$ cat src/rtl/fjp_pkg.sv
// ----------------------------------------------------------------------------
// fjp_pkg: shared definitions for the four-joint first-order plant
// Mode codes, register widths and reset values, fixed-point constants and
// the command word that the controller hands to every joint lane.
// ----------------------------------------------------------------------------
package fjp_pkg;

  localparam int JOINT_COUNT_DEF = 4;
  localparam int VALUE_WIDTH_DEF = 32;

  localparam int FUNC_W     = 2;
  localparam int GAIN_W     = 17;
  localparam int STEP_W     = 25;
  localparam int INV_W      = 32;
  localparam int CFG_DATA_W = 32;

  // Binary point of the Q16.16 values and of the gains.
  localparam int FRAC_BITS  = 16;
  // The step is in units of 2^-24 s and the trapezoid halves the sum.
  localparam int STEP_SHIFT = 25;

  localparam logic [FUNC_W-1:0] FUNC_VEL  = 2'd0;
  localparam logic [FUNC_W-1:0] FUNC_POS  = 2'd1;
  localparam logic [FUNC_W-1:0] FUNC_LOAD = 2'd2;

  localparam logic [GAIN_W-1:0] GAIN_ONE     = 17'h10000;
  localparam logic [STEP_W-1:0] STEP_RST_VAL = 25'd16777;
  localparam logic [INV_W-1:0]  INV_RST_VAL  = 32'd65536000;

  typedef struct packed {
    logic start;     // a word has been taken
    logic run;       // integrate one step
    logic load;      // load positions, clear velocities
    logic pos_mode;  // position target rather than velocity command
  } lane_cmd_t;

endpackage

$ cat src/rtl/fjp_merge.sv
// ----------------------------------------------------------------------------
// fjp_merge: result register
// Gathers the positions and velocities of all lanes into one output word
// and holds it until the receiver takes it.
// ----------------------------------------------------------------------------
module fjp_merge #(
  parameter int JOINT_COUNT = fjp_pkg::JOINT_COUNT_DEF,
  parameter int VALUE_WIDTH = fjp_pkg::VALUE_WIDTH_DEF
) (
  input  logic                                            clk,
  input  logic                                            rst_n,
  input  logic                                            capture_i,
  input  logic [JOINT_COUNT-1:0][VALUE_WIDTH-1:0]         pos_i,
  input  logic [JOINT_COUNT-1:0][VALUE_WIDTH-1:0]         vel_i,
  input  logic                                            out_tready,
  output logic                                            out_tvalid,
  output logic [((2*JOINT_COUNT*VALUE_WIDTH+7)/8)*8-1:0]  out_tdata
);
  import fjp_pkg::*;

  localparam int OUT_W = ((2 * JOINT_COUNT * VALUE_WIDTH + 7) / 8) * 8;

  logic             tvalid_r;
  logic [OUT_W-1:0] tdata_r;

  always_ff @(posedge clk) begin
    if (!rst_n) begin
      tvalid_r <= 1'b0;
    end else if (capture_i) begin
      tvalid_r <= 1'b1;
    end else if (out_tready) begin
      tvalid_r <= 1'b0;
    end
  end

  // Positions in the low half, velocities above, padding zero.
  always_ff @(posedge clk) begin
    if (capture_i) begin
      tdata_r <= OUT_W'({vel_i, pos_i});
    end
  end

  assign out_tvalid = tvalid_r;
  assign out_tdata  = tdata_r;

endmodule

$ cat config.mk
export PLATFORM = sky130hd
export DESIGN_NAME = fjp_merge
export DESIGN_NICKNAME = d
export VERILOG_FILES = /design/src/rtl/fjp_pkg.sv /design/src/rtl/fjp_merge.sv
export SDC_FILE = /design/constraint.sdc
export NUM_CORES = 1
export LEC_CHECK = 0
export ABC_CLOCK_PERIOD_IN_PS = 800
export BUFFER_PORTS_ARGS = -buffer_cell sky130_fd_sc_hd__buf_2
export CORE_AREA = 8 8 194 196
export DETAILED_ROUTE_END_ITERATION = 10
export DIE_AREA = 0 0 202 204
export PLACE_DENSITY_LB_ADDON = 0.25
export SYNTH_ARGS = -nofsm -noshare
export SYNTH_HDL_FRONTEND = slang
export SYNTH_SLANG_ARGS = --single-unit
$ cat constraint.sdc
create_clock -name clk -period 0.8 [get_ports clk]
set_input_delay 0.04 -clock clk [delete_from_list [all_inputs] [get_ports clk]]
set_output_delay 0.04 -clock clk [all_outputs]
set_load 0.01 [all_outputs]
==> flow_metrics.py, run 1 <==
metrics = {
    "run_status": {
        "status": "did not finish",
        "lastStage": "clock tree synthesis (4_1_cts)",
        "stop_error": "[ERROR RSZ-0060] Max buffer count reached.",
    },
    "floorplan": {
        "std_cell_rows": 69,
        "chipHeight_um": 204,
        "io_pins": 517,
        "die_x_um": 202,
        "initial_core_util": 0.222,
    },
    "clocking": {
        "numCtsBuffers": 27,
        "cts_resized": 4,
        "clock_sinks": 257,
        "cts_htree_levels": 1,
        "cts_buffer_depth": 3,
        "ctsRootBufferMaster": "clkbuf_16",
        "cts_setup_buffers": 0,
        "cts-hold-fix-buffers": 261,
    },
    "synthesis": {
        "syn-cell-area_um2": 7730,
        "synth_cell_types": 4,
        "syn_avg_cell_area_um2": 29.8,
        "synth_seq_cells": 257,
        "ys_warn_count": 0,
        "syn-num-nets": 519,
        "syn_inst": 259,
        "seq_area_frac_synth": 0.997,
    },
    "place": {
        "hpwlAfterDp_mm": 20.2,
        "gp_congestion": 0.729,
        "io_buffers": 516,
    },
}
[Yosys cell counts]
cell / n / area (um2)
nor2b_4: 1 / 13.8
dfxtp_1: 1 / 20.0
edfxtp_1: 256 / 7690
o21a_1: 1 / 7.51
[through the flow]
step                      worst slack, ns  cells  hold WS, ns  area (um2)
after floorplan                     0.100    259        0.139        7730
after global placement            -0.0559   1253        0.216       11100
after detailed placement          -0.0555   1253        0.218       11100
[logic make-up after synthesis]
| logic type | count (synthesis) | share of synthesized area |
|---|---|---|
| AOI/OAI and AO/OA | 1 | 0.000972 |
| and+or+nand+nor | 1 | 0.00178 |
| DFF | 257 | 0.997 |
==> run 2: changes to the inputs <==
--- a/config.mk
+++ b/config.mk
@@ -7,10 +7,10 @@
 export LEC_CHECK = 0
 export ABC_CLOCK_PERIOD_IN_PS = 800
 export BUFFER_PORTS_ARGS = -buffer_cell sky130_fd_sc_hd__buf_2
-export CORE_AREA = 8 8 194 196
+export CORE_AREA = 8 8 196 198
 export DETAILED_ROUTE_END_ITERATION = 10
-export DIE_AREA = 0 0 202 204
-export PLACE_DENSITY_LB_ADDON = 0.25
+export DIE_AREA = 0 0 204 206
+export PLACE_DENSITY_LB_ADDON = 0.15
 export SYNTH_ARGS = -nofsm -noshare
 export SYNTH_HDL_FRONTEND = slang
 export SYNTH_SLANG_ARGS = --single-unit
==> run 2 against run 1 <==
Against the previous run: the flow now finishes, with violations (setup timing); synthesized cell count is the same; synthesized area unchanged.
==> flow_metrics.py, run 2 <==
metrics = {
    "run_status": {
        "status": "finished with violations",
        "violations": "setup timing",
    },
    "global_routing": {
        "grt_pass1_wl_mm": 41.5,
        "antenna_found_initial": 0,
        "grt_pass1_vias": 6688,
        "grt-ovfl-total": 0,
        "grtUsageTotal": 0.129,
        "grt_max_degree": 26,
    },
    "clocking": {
        "insertion_delay_ns": 0.53,
        "cts_setup_buffers": 0,
        "cts_htree_levels": 1,
        "ctsRootBufferMaster": "clkbuf_16",
        "cts_tree": "yes",
        "clock_sinks": 257,
        "cts.clk_slew.worst_paths_ns": 0.06,
        "numCtsBuffers": 28,
        "cts_buffer_depth": 3,
    },
    "place": {
        "hpwlAfterDp_mm": 22.2,
        "io_buffers": 516,
        "post_dp_cell_area_um2": 11200,
        "gp_congestion": 0.733,
    },
    "layout": {
        "final_common_cell": "buf_2",
        "fin_nets": 1350,
        "largest_reg_flops": 256,
        "fill_cells": 3229,
        "drive_gt1_frac": 0.523,
        "area_growth_pct": 91.8,
        "final_cell_mix": "buf_2, dlygate4sd3_1, edfxtp_1, clkbuf_16, buf_6",
        "diodes": 0,
        "fin_area_um2": 14800,
    },
    "floorplan": {
        "std_cell_rows": 69,
        "io_pins": 517,
        "chipHeight_um": 206,
        "dieArea_um2": 42000,
        "coreArea_um2": 35200,
        "die_x_um": 204,
        "initial_core_util": 0.219,
    },
    "synthesis": {
        "synth_seq_cells": 257,
        "async_flop_share": 0,
        "ys.flop_type": "edfxtp_1",
        "synth_most_common_cell": "edfxtp_1",
        "ys_warn_count": 0,
        "yosys.area.top_type_share": 0.995,
        "synth_enable_flop_cells": 256,
        "syn_inst": 259,
        "synth_cell_types": 4,
        "synthTopCellsByCount": "edfxtp_1, dfxtp_1, nor2b_4, o21a_1",
        "seq_area_frac_synth": 0.997,
        "ys_top_cells_by_area": "edfxtp_1, dfxtp_1, nor2b_4",
        "syn_avg_cell_area_um2": 29.8,
        "synth_top_area_cell": "edfxtp_1",
        "syn-cell-area_um2": 7730,
        "syn-num-nets": 519,
    },
    "sta": {
        "finalWorstSetupSlack_ns": -0.365,
        "period_needed_ns": 1.17,
        "finalMaxSlewViolations": 0,
        "finalCritPeriodShare": 1.46,
        "rsz0062_at_grt": "true",
        "setup_viol": 257,
        "max_slew_margin": 0.781,
        "worstMarginPinSlew_ns": 0.328,
        "finalHoldViolations": 0,
        "final.setup_skew_ns": 0,
        "fin_tns_setup_ns": -73.16,
        "max_freq_mhz": 858,
    },
    "routing": {
        "wl_per_cell_um": 18.4,
        "drt_iter0_markers": 199,
        "drc": 0,
        "totalWireLength_mm": 29.0,
        "dr.pass1.iters": 4,
        "via_count": 5812,
        "ant_nets": 0,
        "avgViaCountPerCell": 3.70,
    },
    "pwr": {
        "sequentialPowerShare": 0.495,
        "p_sw_frac": 0.218,
        "switching_power_uw": 7190,
        "leakage_uw": 0.00629,
        "comb_power_share": 0.121,
        "clockPowerShare": 0.385,
        "cellInternalPower_uw": 25800,
        "p_total_uw": 32900,
        "powerDensity_nw_per_um2": 2220,
        "peakVddDrop_mv": 1.49,
    },
    "worst_setup_path": {
        "arrival_ns": 1.13,
        "slowest_stage": "edfxtp_1",
        "cp.buffers_inverters": 1,
        "end_kind": "output pin",
        "cp.required_ns": 0.76,
        "start_kind": "flip-flop",
        "crit_chain": "buf_2",
        "path_delay_family": "flip-flops",
        "path_class": "reg -> out",
        "worstPathMaxFanout": 1,
        "slowest_delay_ns": 0.42,
    },
    "run": {
        "drv_cap": 0,
    },
    "min_path": {
        "hold_path_class": "in -> reg",
    },
}
==> run 2: what timing repair did <==
action	CTS	global route
cloned	0	0
endpoints found under the setup margin	257	272
gates resized for setup	9	21
hold buffers	261	0
endpoints found under the hold margin	263	0
==> run 2: metal layers <==
| metal | up-vias | part of all wire | track usage |
|---|---|---|---|
| met5 | - | 0 | 0 |
| met4 | 0 | 0.019 | 0.0329 |
| met3 | 36 | 0.10 | 0.0511 |
| met2 | 284 | 0.54 | 0.243 |
| met1 | 2765 | 0.34 | 0.131 |
| li1 | 2727 | - | - |
==> run 2: worst paths after layout <==
kind / startpoint / end / slack [ns] / cells past startpoint
min reg2reg: out_tvalid / out_tvalid / 0.59 / 2
min: capture_i / out_tdata[102] / 0.02 / 3
max: out_tdata[151] / out_tdata[151] / -0.37 / 1
max reg2reg: out_tvalid / out_tvalid / 0.10 / 2
==> run 2: cells by family after synthesis <==
group,after synthesis,share of synthesized area
AND/OR/NAND/NOR,1,0.00178
AO/OA/AOI/OAI,1,0.000972
flip-flops,257,0.997
==> run 2: area by class of cell <==
class                   count  area, um2  share of cell area
clock buffers              37        756              0.0510
clock inverters            13        149              0.0100
multi-input cells           2       21.3             0.00143
flip-flops and latches    257       7710               0.520
well taps                 461        577              0.0389
repair buffers            801       5610               0.379
==> run 2: per-stage QoR <==
step	util	cells	setup WS [ns]	hold WS [ns]
6_report	0.421	1571	-0.365	0.0154
5_1_grt	0.421	1571	-0.414	0.0197
4_1_cts	0.419	1573	-0.412	0.00258
3_5_place_dp	0.318	1262	-0.0232	0.218
3_3_place_gp	0.318	1262	-0.0203	0.217
2_1_floorplan	-	259	0.100	0.139
==> run 2: power groups by stage <==
| stage | clock network [uW] | registers, uW | logic, uW |
|---|---|---|---|
| after floorplan | 0 | 17200 | 6.92 |
| after global placement | 0 | 16600 | 2940 |
| after detailed placement | 0 | 16600 | 2920 |
| after CTS | 13100 | 16300 | 4010 |
| after global routing | 13600 | 16400 | 4260 |
| final | 12700 | 16300 | 3970 |
==> run 2: worst reg2reg max path: cells and delay by family, from the launching register on <==
kind / cells / cell delay, ns
DFF: 1 / 0.32
AOI/OAI and AO/OA: 1 / 0.16
and+or+nand+nor: 1 / 0.12
Note: power is estimated with default switching activity, not from simulation.
==> run 3: changes to the inputs <==
--- a/config.mk
+++ b/config.mk
@@ -10,7 +10,9 @@
 export CORE_AREA = 8 8 196 198
 export DETAILED_ROUTE_END_ITERATION = 10
 export DIE_AREA = 0 0 204 206
+export HOLD_SLACK_MARGIN = 0.02
 export PLACE_DENSITY_LB_ADDON = 0.15
+export RECOVER_POWER = 25
 export SYNTH_ARGS = -nofsm -noshare
 export SYNTH_HDL_FRONTEND = slang
 export SYNTH_SLANG_ARGS = --single-unit
==> run 3 against run 2 <==
Against the previous run: the flow now stops in clock tree synthesis (4_1_cts); synthesized cell count unchanged; synthesized area unchanged.
==> flow_metrics.py, run 3 <==
metrics = {
    "run_status": {
        "status": "did not finish",
        "lastStage": "clock tree synthesis (4_1_cts)",
        "stop_error": "[ERROR RSZ-0060] Max buffer count reached.",
    },
    "clocking": {
        "numCtsBuffers": 28,
        "cts_buffer_depth": 3,
        "clock_sinks": 257,
        "cts_htree_levels": 1,
        "cts-hold-fix-buffers": 263,
        "ctsRootBufferMaster": "clkbuf_16",
        "cts_resized": 9,
        "cts_setup_buffers": 0,
    },
    "synthesis": {
        "synth_most_common_cell": "edfxtp_1",
        "ys_top_cells_by_area": "edfxtp_1, dfxtp_1, nor2b_4",
        "syn_inst": 259,
        "yosys.area_share.simple": 0.00178,
        "synth_compound_area_frac": 0.000971,
        "syn-num-nets": 519,
        "synth_fa_ha_area_frac": 0,
        "synth_top_area_cell": "edfxtp_1",
        "seq_area_frac_synth": 0.997,
        "ys.flop_type": "edfxtp_1",
        "yosys.area.top_type_share": 0.995,
        "ys_warn_count": 0,
        "synthTopCellsByCount": "edfxtp_1, dfxtp_1, nor2b_4, o21a_1",
        "syn_avg_cell_area_um2": 29.8,
        "synth_cell_types": 4,
        "synthMuxAreaShare": 0,
        "synth_enable_flop_cells": 256,
        "synth_seq_cells": 257,
        "synth_top_family_by_area": "simple AND/OR/NAND/NOR gates",
        "synth_xor_xnor_area_share": 0,
        "async_flop_share": 0,
        "syn-cell-area_um2": 7730,
    },
    "floorplan": {
        "die_x_um": 204,
        "chipHeight_um": 206,
        "std_cell_rows": 69,
        "io_pins": 517,
        "initial_core_util": 0.219,
    },
    "place": {
        "dp_slack_ns": -0.0232,
        "io_buffers": 516,
        "hpwlAfterDp_mm": 22.2,
        "gp_congestion": 0.733,
    },
}
[run 3: cell counts after synthesis]
No cell type changed its count.
[run 3: through the flow]
step	TNS, ns	util	hold WS [ns]	cell area, um2	std cells
2_1_floorplan	0	-	0.139	7730	259
3_3_place_gp	-0.233	0.318	0.217	11200	1262
3_5_place_dp	-0.625	0.318	0.218	11200	1262
[run 3: cell families after synthesis]
group            count (synthesis)
AND/OR/NAND/NOR                  1
flip-flops                     257
AO/OA/AOI/OAI                    1
