$ cat config.mk
export PLATFORM = sky130hd
export DESIGN_NAME = fjp_lane
export DESIGN_NICKNAME = d
export VERILOG_FILES = /design/src/rtl/fjp_pkg.sv /design/src/rtl/fjp_lane.sv
export SDC_FILE = /design/constraint.sdc
export NUM_CORES = 2
export LEC_CHECK = 0
export BUFFER_PORTS_ARGS = -buffer_cell sky130_fd_sc_hd__buf_4
export CORE_MARGIN = 2
export CORE_UTILIZATION = 40
export DETAILED_ROUTE_END_ITERATION = 10
export GPL_TIMING_DRIVEN = 0
export HOLD_SLACK_MARGIN = 0.08
export PLACE_DENSITY = 0.64
export SYNTH_ARGS = -nofsm -noshare
export SYNTH_HDL_FRONTEND = slang
export SYNTH_SLANG_ARGS = --single-unit
$ cat constraint.sdc
create_clock -name clk -period 26.3 [get_ports clk]
set_clock_uncertainty 0.05 [all_clocks]
set_input_delay 5.26 -clock clk [delete_from_list [all_inputs] [get_ports clk]]
set_output_delay 5.26 -clock clk [all_outputs]
set_load 0.1 [all_outputs]
$ cat src/rtl/fjp_pkg.sv
// ----------------------------------------------------------------------------
// fjp_pkg: shared definitions for the four-joint first-order plant
// Mode codes, register widths and reset values, fixed-point constants and
// the command word that the controller hands to every joint lane.
// ----------------------------------------------------------------------------
package fjp_pkg;

  localparam int JOINT_COUNT_DEF = 4;
  localparam int VALUE_WIDTH_DEF = 32;

  localparam int FUNC_W     = 2;
  localparam int GAIN_W     = 17;
  localparam int STEP_W     = 25;
  localparam int INV_W      = 32;
  localparam int CFG_DATA_W = 32;

  // Binary point of the Q16.16 values and of the gains.
  localparam int FRAC_BITS  = 16;
  // The step is in units of 2^-24 s and the trapezoid halves the sum.
  localparam int STEP_SHIFT = 25;

  localparam logic [FUNC_W-1:0] FUNC_VEL  = 2'd0;
  localparam logic [FUNC_W-1:0] FUNC_POS  = 2'd1;
  localparam logic [FUNC_W-1:0] FUNC_LOAD = 2'd2;

  localparam logic [GAIN_W-1:0] GAIN_ONE     = 17'h10000;
  localparam logic [STEP_W-1:0] STEP_RST_VAL = 25'd16777;
  localparam logic [INV_W-1:0]  INV_RST_VAL  = 32'd65536000;

  typedef struct packed {
    logic start;     // a word has been taken
    logic run;       // integrate one step
    logic load;      // load positions, clear velocities
    logic pos_mode;  // position target rather than velocity command
  } lane_cmd_t;

endpackage

$ cat src/rtl/fjp_lane.sv
// ----------------------------------------------------------------------------
// fjp_lane: one joint of the plant
// Holds the joint's position and velocity and steps them with a single
// shared multiplier: gain product, first update, then the low and high
// halves of the step or inverse-step product, then the final rounding and
// saturation.
// ----------------------------------------------------------------------------
module fjp_lane #(
  parameter int VALUE_WIDTH = fjp_pkg::VALUE_WIDTH_DEF
) (
  input  logic                          clk,
  input  logic                          rst_n,
  input  fjp_pkg::lane_cmd_t            cmd_i,
  input  logic [VALUE_WIDTH-1:0]        value_i,
  input  logic [fjp_pkg::GAIN_W-1:0]    gain_i,
  input  logic [fjp_pkg::STEP_W-1:0]    step_time_i,
  input  logic [fjp_pkg::INV_W-1:0]     inv_step_i,
  output logic [VALUE_WIDTH-1:0]        pos_o,
  output logic [VALUE_WIDTH-1:0]        vel_o,
  output logic                          done_o
);
  import fjp_pkg::*;

  localparam int XW = VALUE_WIDTH + 1;           // difference or sum of two values
  localparam int MW = GAIN_W + 1;                // multiplier operand, signed
  localparam int PW = XW + MW;
  localparam int AW = VALUE_WIDTH + INV_W + 2;   // full product plus rounding
  localparam int HW = INV_W / 2;
  localparam int SW = AW + 1;

  typedef enum logic [2:0] {
    ST_IDLE,
    ST_MULA,
    ST_UPD,
    ST_MULLO,
    ST_MULHI,
    ST_FIN
  } step_t;

  step_t                   step_r, step_nxt;
  logic                    pos_mode_r, pos_mode_nxt;
  logic                    done_r, done_nxt;
  logic [VALUE_WIDTH-1:0]  pos_r, pos_nxt;
  logic [VALUE_WIDTH-1:0]  vel_r, vel_nxt;
  logic signed [XW-1:0]    x_r, x_nxt;
  logic signed [AW-1:0]    acc_r, acc_nxt;

  logic [GAIN_W-1:0]       alpha;
  logic [INV_W-1:0]        m2;
  logic [GAIN_W-1:0]       mul_op;
  logic signed [PW-1:0]    prod;
  logic [AW-1:0]           prod_ext;
  logic [AW-1:0]           half_b;
  logic signed [AW-1:0]    acc_q16;
  logic signed [AW-1:0]    acc_q25;
  logic [VALUE_WIDTH-1:0]  base1;
  logic [SW-1:0]           sum1;
  logic [VALUE_WIDTH-1:0]  first;
  logic [XW-1:0]           x_upd;
  logic [XW-1:0]           x_start;
  logic [VALUE_WIDTH-1:0]  start_base;
  logic [VALUE_WIDTH-1:0]  fin_base;
  logic [AW-1:0]           fin_sh;
  logic [SW-1:0]           sum2;
  logic [VALUE_WIDTH-1:0]  second;

  function automatic logic [VALUE_WIDTH-1:0] sat_fn(input logic [SW-1:0] x);
    logic all_ones;
    logic all_zeros;
    all_ones  = &x[SW-1:VALUE_WIDTH-1];
    all_zeros = ~|x[SW-1:VALUE_WIDTH-1];
    if (all_ones || all_zeros) begin
      return x[VALUE_WIDTH-1:0];
    end else if (x[SW-1]) begin
      return {1'b1, {(VALUE_WIDTH-1){1'b0}}};
    end else begin
      return {1'b0, {(VALUE_WIDTH-1){1'b1}}};
    end
  endfunction

  always_comb begin
    alpha = (gain_i > GAIN_ONE) ? GAIN_ONE : gain_i;
    m2    = pos_mode_r ? inv_step_i : INV_W'(step_time_i);
    case (step_r)
      ST_MULLO: mul_op = GAIN_W'(m2[HW-1:0]);
      ST_MULHI: mul_op = GAIN_W'(m2[INV_W-1:HW]);
      default:  mul_op = alpha;
    endcase
    prod     = x_r * $signed({1'b0, mul_op});
    prod_ext = {{(AW-PW){prod[PW-1]}}, prod};
    half_b   = pos_mode_r ? (AW'(1) << (FRAC_BITS - 1)) : (AW'(1) << (STEP_SHIFT - 1));
    acc_q16  = acc_r >>> FRAC_BITS;
    acc_q25  = acc_r >>> STEP_SHIFT;

    // First update: the joint quantity that relaxes toward the input.
    base1 = pos_mode_r ? pos_r : vel_r;
    sum1  = {{(SW-VALUE_WIDTH){base1[VALUE_WIDTH-1]}}, base1} + {acc_q16[AW-1], acc_q16};
    first = sat_fn(sum1);
    if (pos_mode_r) begin
      x_upd = {first[VALUE_WIDTH-1], first} - {pos_r[VALUE_WIDTH-1], pos_r};
    end else begin
      x_upd = {vel_r[VALUE_WIDTH-1], vel_r} + {first[VALUE_WIDTH-1], first};
    end

    // Second update: position from the trapezoid, or velocity from the change.
    fin_base = pos_mode_r ? '0 : pos_r;
    fin_sh   = pos_mode_r ? acc_q16 : acc_q25;
    sum2     = {{(SW-VALUE_WIDTH){fin_base[VALUE_WIDTH-1]}}, fin_base} + {fin_sh[AW-1], fin_sh};
    second   = sat_fn(sum2);

    start_base = cmd_i.pos_mode ? pos_r : vel_r;
    x_start    = {value_i[VALUE_WIDTH-1], value_i} - {start_base[VALUE_WIDTH-1], start_base};
  end

  always_comb begin
    step_nxt     = step_r;
    pos_mode_nxt = pos_mode_r;
    done_nxt     = 1'b0;
    pos_nxt      = pos_r;
    vel_nxt      = vel_r;
    x_nxt        = x_r;
    acc_nxt      = acc_r;
    case (step_r)
      ST_IDLE: begin
        if (cmd_i.start) begin
          if (cmd_i.run) begin
            step_nxt     = ST_MULA;
            pos_mode_nxt = cmd_i.pos_mode;
            x_nxt        = x_start;
          end else begin
            if (cmd_i.load) begin
              pos_nxt = value_i;
              vel_nxt = '0;
            end
            done_nxt = 1'b1;
          end
        end
      end
      ST_MULA: begin
        acc_nxt  = prod_ext + (AW'(1) << (FRAC_BITS - 1));
        step_nxt = ST_UPD;
      end
      ST_UPD: begin
        if (pos_mode_r) begin
          pos_nxt = first;
        end else begin
          vel_nxt = first;
        end
        x_nxt    = x_upd;
        step_nxt = ST_MULLO;
      end
      ST_MULLO: begin
        acc_nxt  = prod_ext + half_b;
        step_nxt = ST_MULHI;
      end
      ST_MULHI: begin
        acc_nxt  = acc_r + (prod_ext << HW);
        step_nxt = ST_FIN;
      end
      ST_FIN: begin
        if (pos_mode_r) begin
          vel_nxt = second;
        end else begin
          pos_nxt = second;
        end
        done_nxt = 1'b1;
        step_nxt = ST_IDLE;
      end
      default: begin
        step_nxt = ST_IDLE;
      end
    endcase
  end

  always_ff @(posedge clk) begin
    if (!rst_n) begin
      step_r <= ST_IDLE;
      done_r <= 1'b0;
      pos_r  <= '0;
      vel_r  <= '0;
    end else begin
      step_r     <= step_nxt;
      done_r     <= done_nxt;
      pos_r      <= pos_nxt;
      vel_r      <= vel_nxt;
      pos_mode_r <= pos_mode_nxt;
      x_r        <= x_nxt;
      acc_r      <= acc_nxt;
    end
  end

  assign pos_o  = pos_r;
  assign vel_o  = vel_r;
  assign done_o = done_r;

endmodule

==> impl_metrics.env <==
export IMPL_status="completed"
export IMPL_syn_nets=6385
export IMPL_ys_flop_type="edfxtp_1"
export IMPL_cts_repair_resized=0
export IMPL_cts_root_buf="clkbuf_16"
export IMPL_drt_pass1_iter_count=7
export IMPL_post_route_period_util_pct=63.30
export IMPL_drv_slew=0
export IMPL_die_y_um=333.3
export IMPL_drive_gt1_share_pct=7.419
export IMPL_cpPeakStageDelay_ns=1.06
export IMPL_cp_slowest_cell="a221oi_1"
export IMPL_syn_area_per_cell_um2=8.040
export IMPL_portBuffers=175
export IMPL_via_per_inst=5.936
export IMPL_clockBufferDepth=2
export IMPL_die_x_um=333.3
export IMPL_synth_edf_count=84
export IMPL_max_cap_violations=0
export IMPL_final_nets=6584
export IMPL_synth_seq_area_share_pct=8.954
export IMPL_h_tree_depth=4
export IMPL_initial_utilization_pct=40.40
export IMPL_ioPinCount=177
export IMPL_nFillCells=10890
export IMPL_drc=0
export IMPL_hp_class="flip-flop to flip-flop"
export IMPL_rows=120
export IMPL_ys_seq_elements=152
export IMPL_cts_tree="done"
export IMPL_critPathArrivalTime_ns=16.83
export IMPL_worst_slew_pin_slew_ns=1.379
export IMPL_critical_path_required_ns=26.48
export IMPL_grt_max_degree=37
export IMPL_drt_initial_drc_count=4448
export IMPL_syn_area_um2=43380
export IMPL_cts_made_buffers=17
export IMPL_routabilityCongestion=1.023
export IMPL_endpoint_kind="flip-flop"
export IMPL_fin_tns_setup_ns=0
export IMPL_grt_pass1_vias=39860
export IMPL_rsz0062_at_grt="false"
export IMPL_grt_pass1_wl_um=251700
export IMPL_yosysWarnings=0
export IMPL_hpwl_um=140200
export IMPL_avgRoutedWirePerCell_um=24.02
export IMPL_pre_cts_slack_ns=9.468
export IMPL_critPathKind="input port to flip-flop"
export IMPL_post_cts_setup_buffers=0
export IMPL_async_flop_share_pct=0
export IMPL_finalSetupViolCount=0
export IMPL_area_delta_synth_final_pct=8.691
export IMPL_cts_hold_buffers=0
export IMPL_startpoint_type="input port"
export IMPL_path_common_cell="fa_1"
export IMPL_setup_ws_ns=9.652
export IMPL_num_vias=41620
export IMPL_fp_coreArea_um2=107400
export IMPL_clk_latency_ns=0.51
export IMPL_wl_um=168400
export IMPL_slew_headroom_pct=8.070
export IMPL_holdCritStartpoint="pos_o[1]$_SDFFE_PN0P_"
export IMPL_final_common_cell="inv_1"
export IMPL_antenna_found_initial=3
export IMPL_die_area_um2=111100
export IMPL_ff2ff_path_depth=38
export IMPL_holdPathStages=2
export IMPL_r2r_start="step_r[2]$_SDFFE_PN0P_"
export IMPL_hold_viol=0
export IMPL_grt_usage_pct=29.88
export IMPL_min_to="pos_o[1]$_SDFFE_PN0P_"
export IMPL_clk_pin_slew_ns=0.07
export IMPL_clock_fmax_mhz=60.07
export IMPL_globalRouteOverflowTotal=0
export IMPL_clock_sinks=152
export IMPL_synth_distinct_cells=103
export IMPL_route_antenna_remaining_nets=0
export IMPL_critical_path_max_fanout=10
export IMPL_r2r_slack_ns=12.16
export IMPL_most_common_layout_cells="inv_1, nand2_1, fa_1"
export IMPL_timing_rr_end="acc_r[64]$_DFFE_PP_"
export IMPL_postSynthCellCount=5395
export IMPL_final_min_clock_period_ns=16.65
[metrics by stage]
step	area, um2	util [%]	cells	hold WS (ns)
3_5_place_dp	46480	43.30	6976	0.6097
3_3_place_gp	46440	43.26	6973	0.5874
5_1_grt	47140	43.91	7010	0.6522
4_1_cts	47130	43.90	7008	0.6216
2_1_floorplan	43380	-	5395	0.5721
6_report	47150	43.92	7011	0.6383
[cell families after synthesis]
group / count (synthesis) / share of synthesized area, %
fa+ha+maj: 878 / 34.69
simple gates: 1652 / 19.17
compound gates: 1290 / 19.16
buf+inv: 995 / 8.778
xor+xnor: 297 / 6.014
mux: 131 / 3.237
flops: 152 / 8.954
[worst max path at each step]
| stage | start | cells past startpoint | slack, ns | end |
|---|---|---|---|---|
| 2_1_floorplan | gain_i[3] | 40 | 11.96 | acc_r[64]$_DFFE_PP_ |
| 3_3_place_gp | gain_i[11] | 37 | 9.27 | acc_r[64]$_DFFE_PP_ |
| 3_5_place_dp | gain_i[11] | 37 | 9.47 | acc_r[64]$_DFFE_PP_ |
| 4_1_cts | gain_i[11] | 37 | 9.91 | acc_r[64]$_DFFE_PP_ |
| 5_1_grt | gain_i[3] | 37 | 9.05 | acc_r[64]$_DFFE_PP_ |
| 6_report | gain_i[11] | 37 | 9.65 | acc_r[64]$_DFFE_PP_ |
[sequential cells by signal (all words and copies together), names as in the netlist]
name and flops:
acc_r 50, done_o 1, pos_mode_r 1, pos_o 32, step_r 3, vel_o 32
x_r 33
[worst max-delay path: cells and delay by family]
kind | cells | cell delay [ns]
simple gates | 5 | 1.01
buf+inv | 6 | 0.85
compound gates | 16 | 5.12
xor+xnor | 2 | 0.81
fa+ha+maj | 8 | 3.74
[Yosys cell counts (all sizes together), types with 39 or more instances]
| master | instances | area [um2] |
|---|---|---|
| mux2i | 60 | 604.3 |
| and2 | 271 | 1697 |
| xnor2 | 196 | 1724 |
| mux2 | 71 | 799.5 |
| fa | 541 | 10830 |
| and3 | 76 | 475.5 |
| dfxtp | 68 | 1361 |
| nor3 | 77 | 395.4 |
| nand2 | 582 | 2185 |
| o21a | 54 | 405.4 |
| ha | 337 | 4217 |
| nor2b | 59 | 369.1 |
| o211ai | 41 | 307.8 |
| o21ai | 336 | 1693 |
| nand4 | 53 | 344.1 |
| buf | 43 | 234.0 |
| a31oi | 101 | 631.9 |
| edfxtp | 84 | 2522 |
| xor2 | 101 | 884.6 |
| a21oi | 333 | 1674 |
| nor2 | 264 | 991.0 |
| a211oi | 39 | 302.8 |
| a21o | 124 | 930.9 |
| nand3 | 106 | 685.7 |
| clkbuf | 218 | 818.3 |
| inv | 732 | 2748 |
[routing by layer]
| layer | GRT usage (%) | up-vias | routed length [um] |
|---|---|---|---|
| met5 | 0 | - | 16 |
| met4 | 12.34 | 2 | 7898 |
| met3 | 5.855 | 370 | 15910 |
| met2 | 46.56 | 2173 | 74630 |
| met1 | 40.47 | 20420 | 69940 |
| li1 | - | 18660 | - |
[layout make-up]
| type | instances | area, um2 | share of cell area, % |
|---|---|---|---|
| repair buffers | 180 | 1356 | 2.877 |
| clock buffers | 17 | 425.4 | 0.9023 |
| flip-flops and latches | 152 | 3884 | 8.238 |
| diodes | 1 | 2.502 | 0.005308 |
| plain buffers | 261 | 1055 | 2.237 |
| clock inverters | 15 | 222.7 | 0.4724 |
| multi-input cells | 4248 | 35690 | 75.70 |
| well taps | 1403 | 1755 | 3.723 |
| inverters | 734 | 2755 | 5.844 |
Power is left out: the tool's default activity adds up to more than one toggle a clock period on the data nets, which glitch-free logic cannot reach.
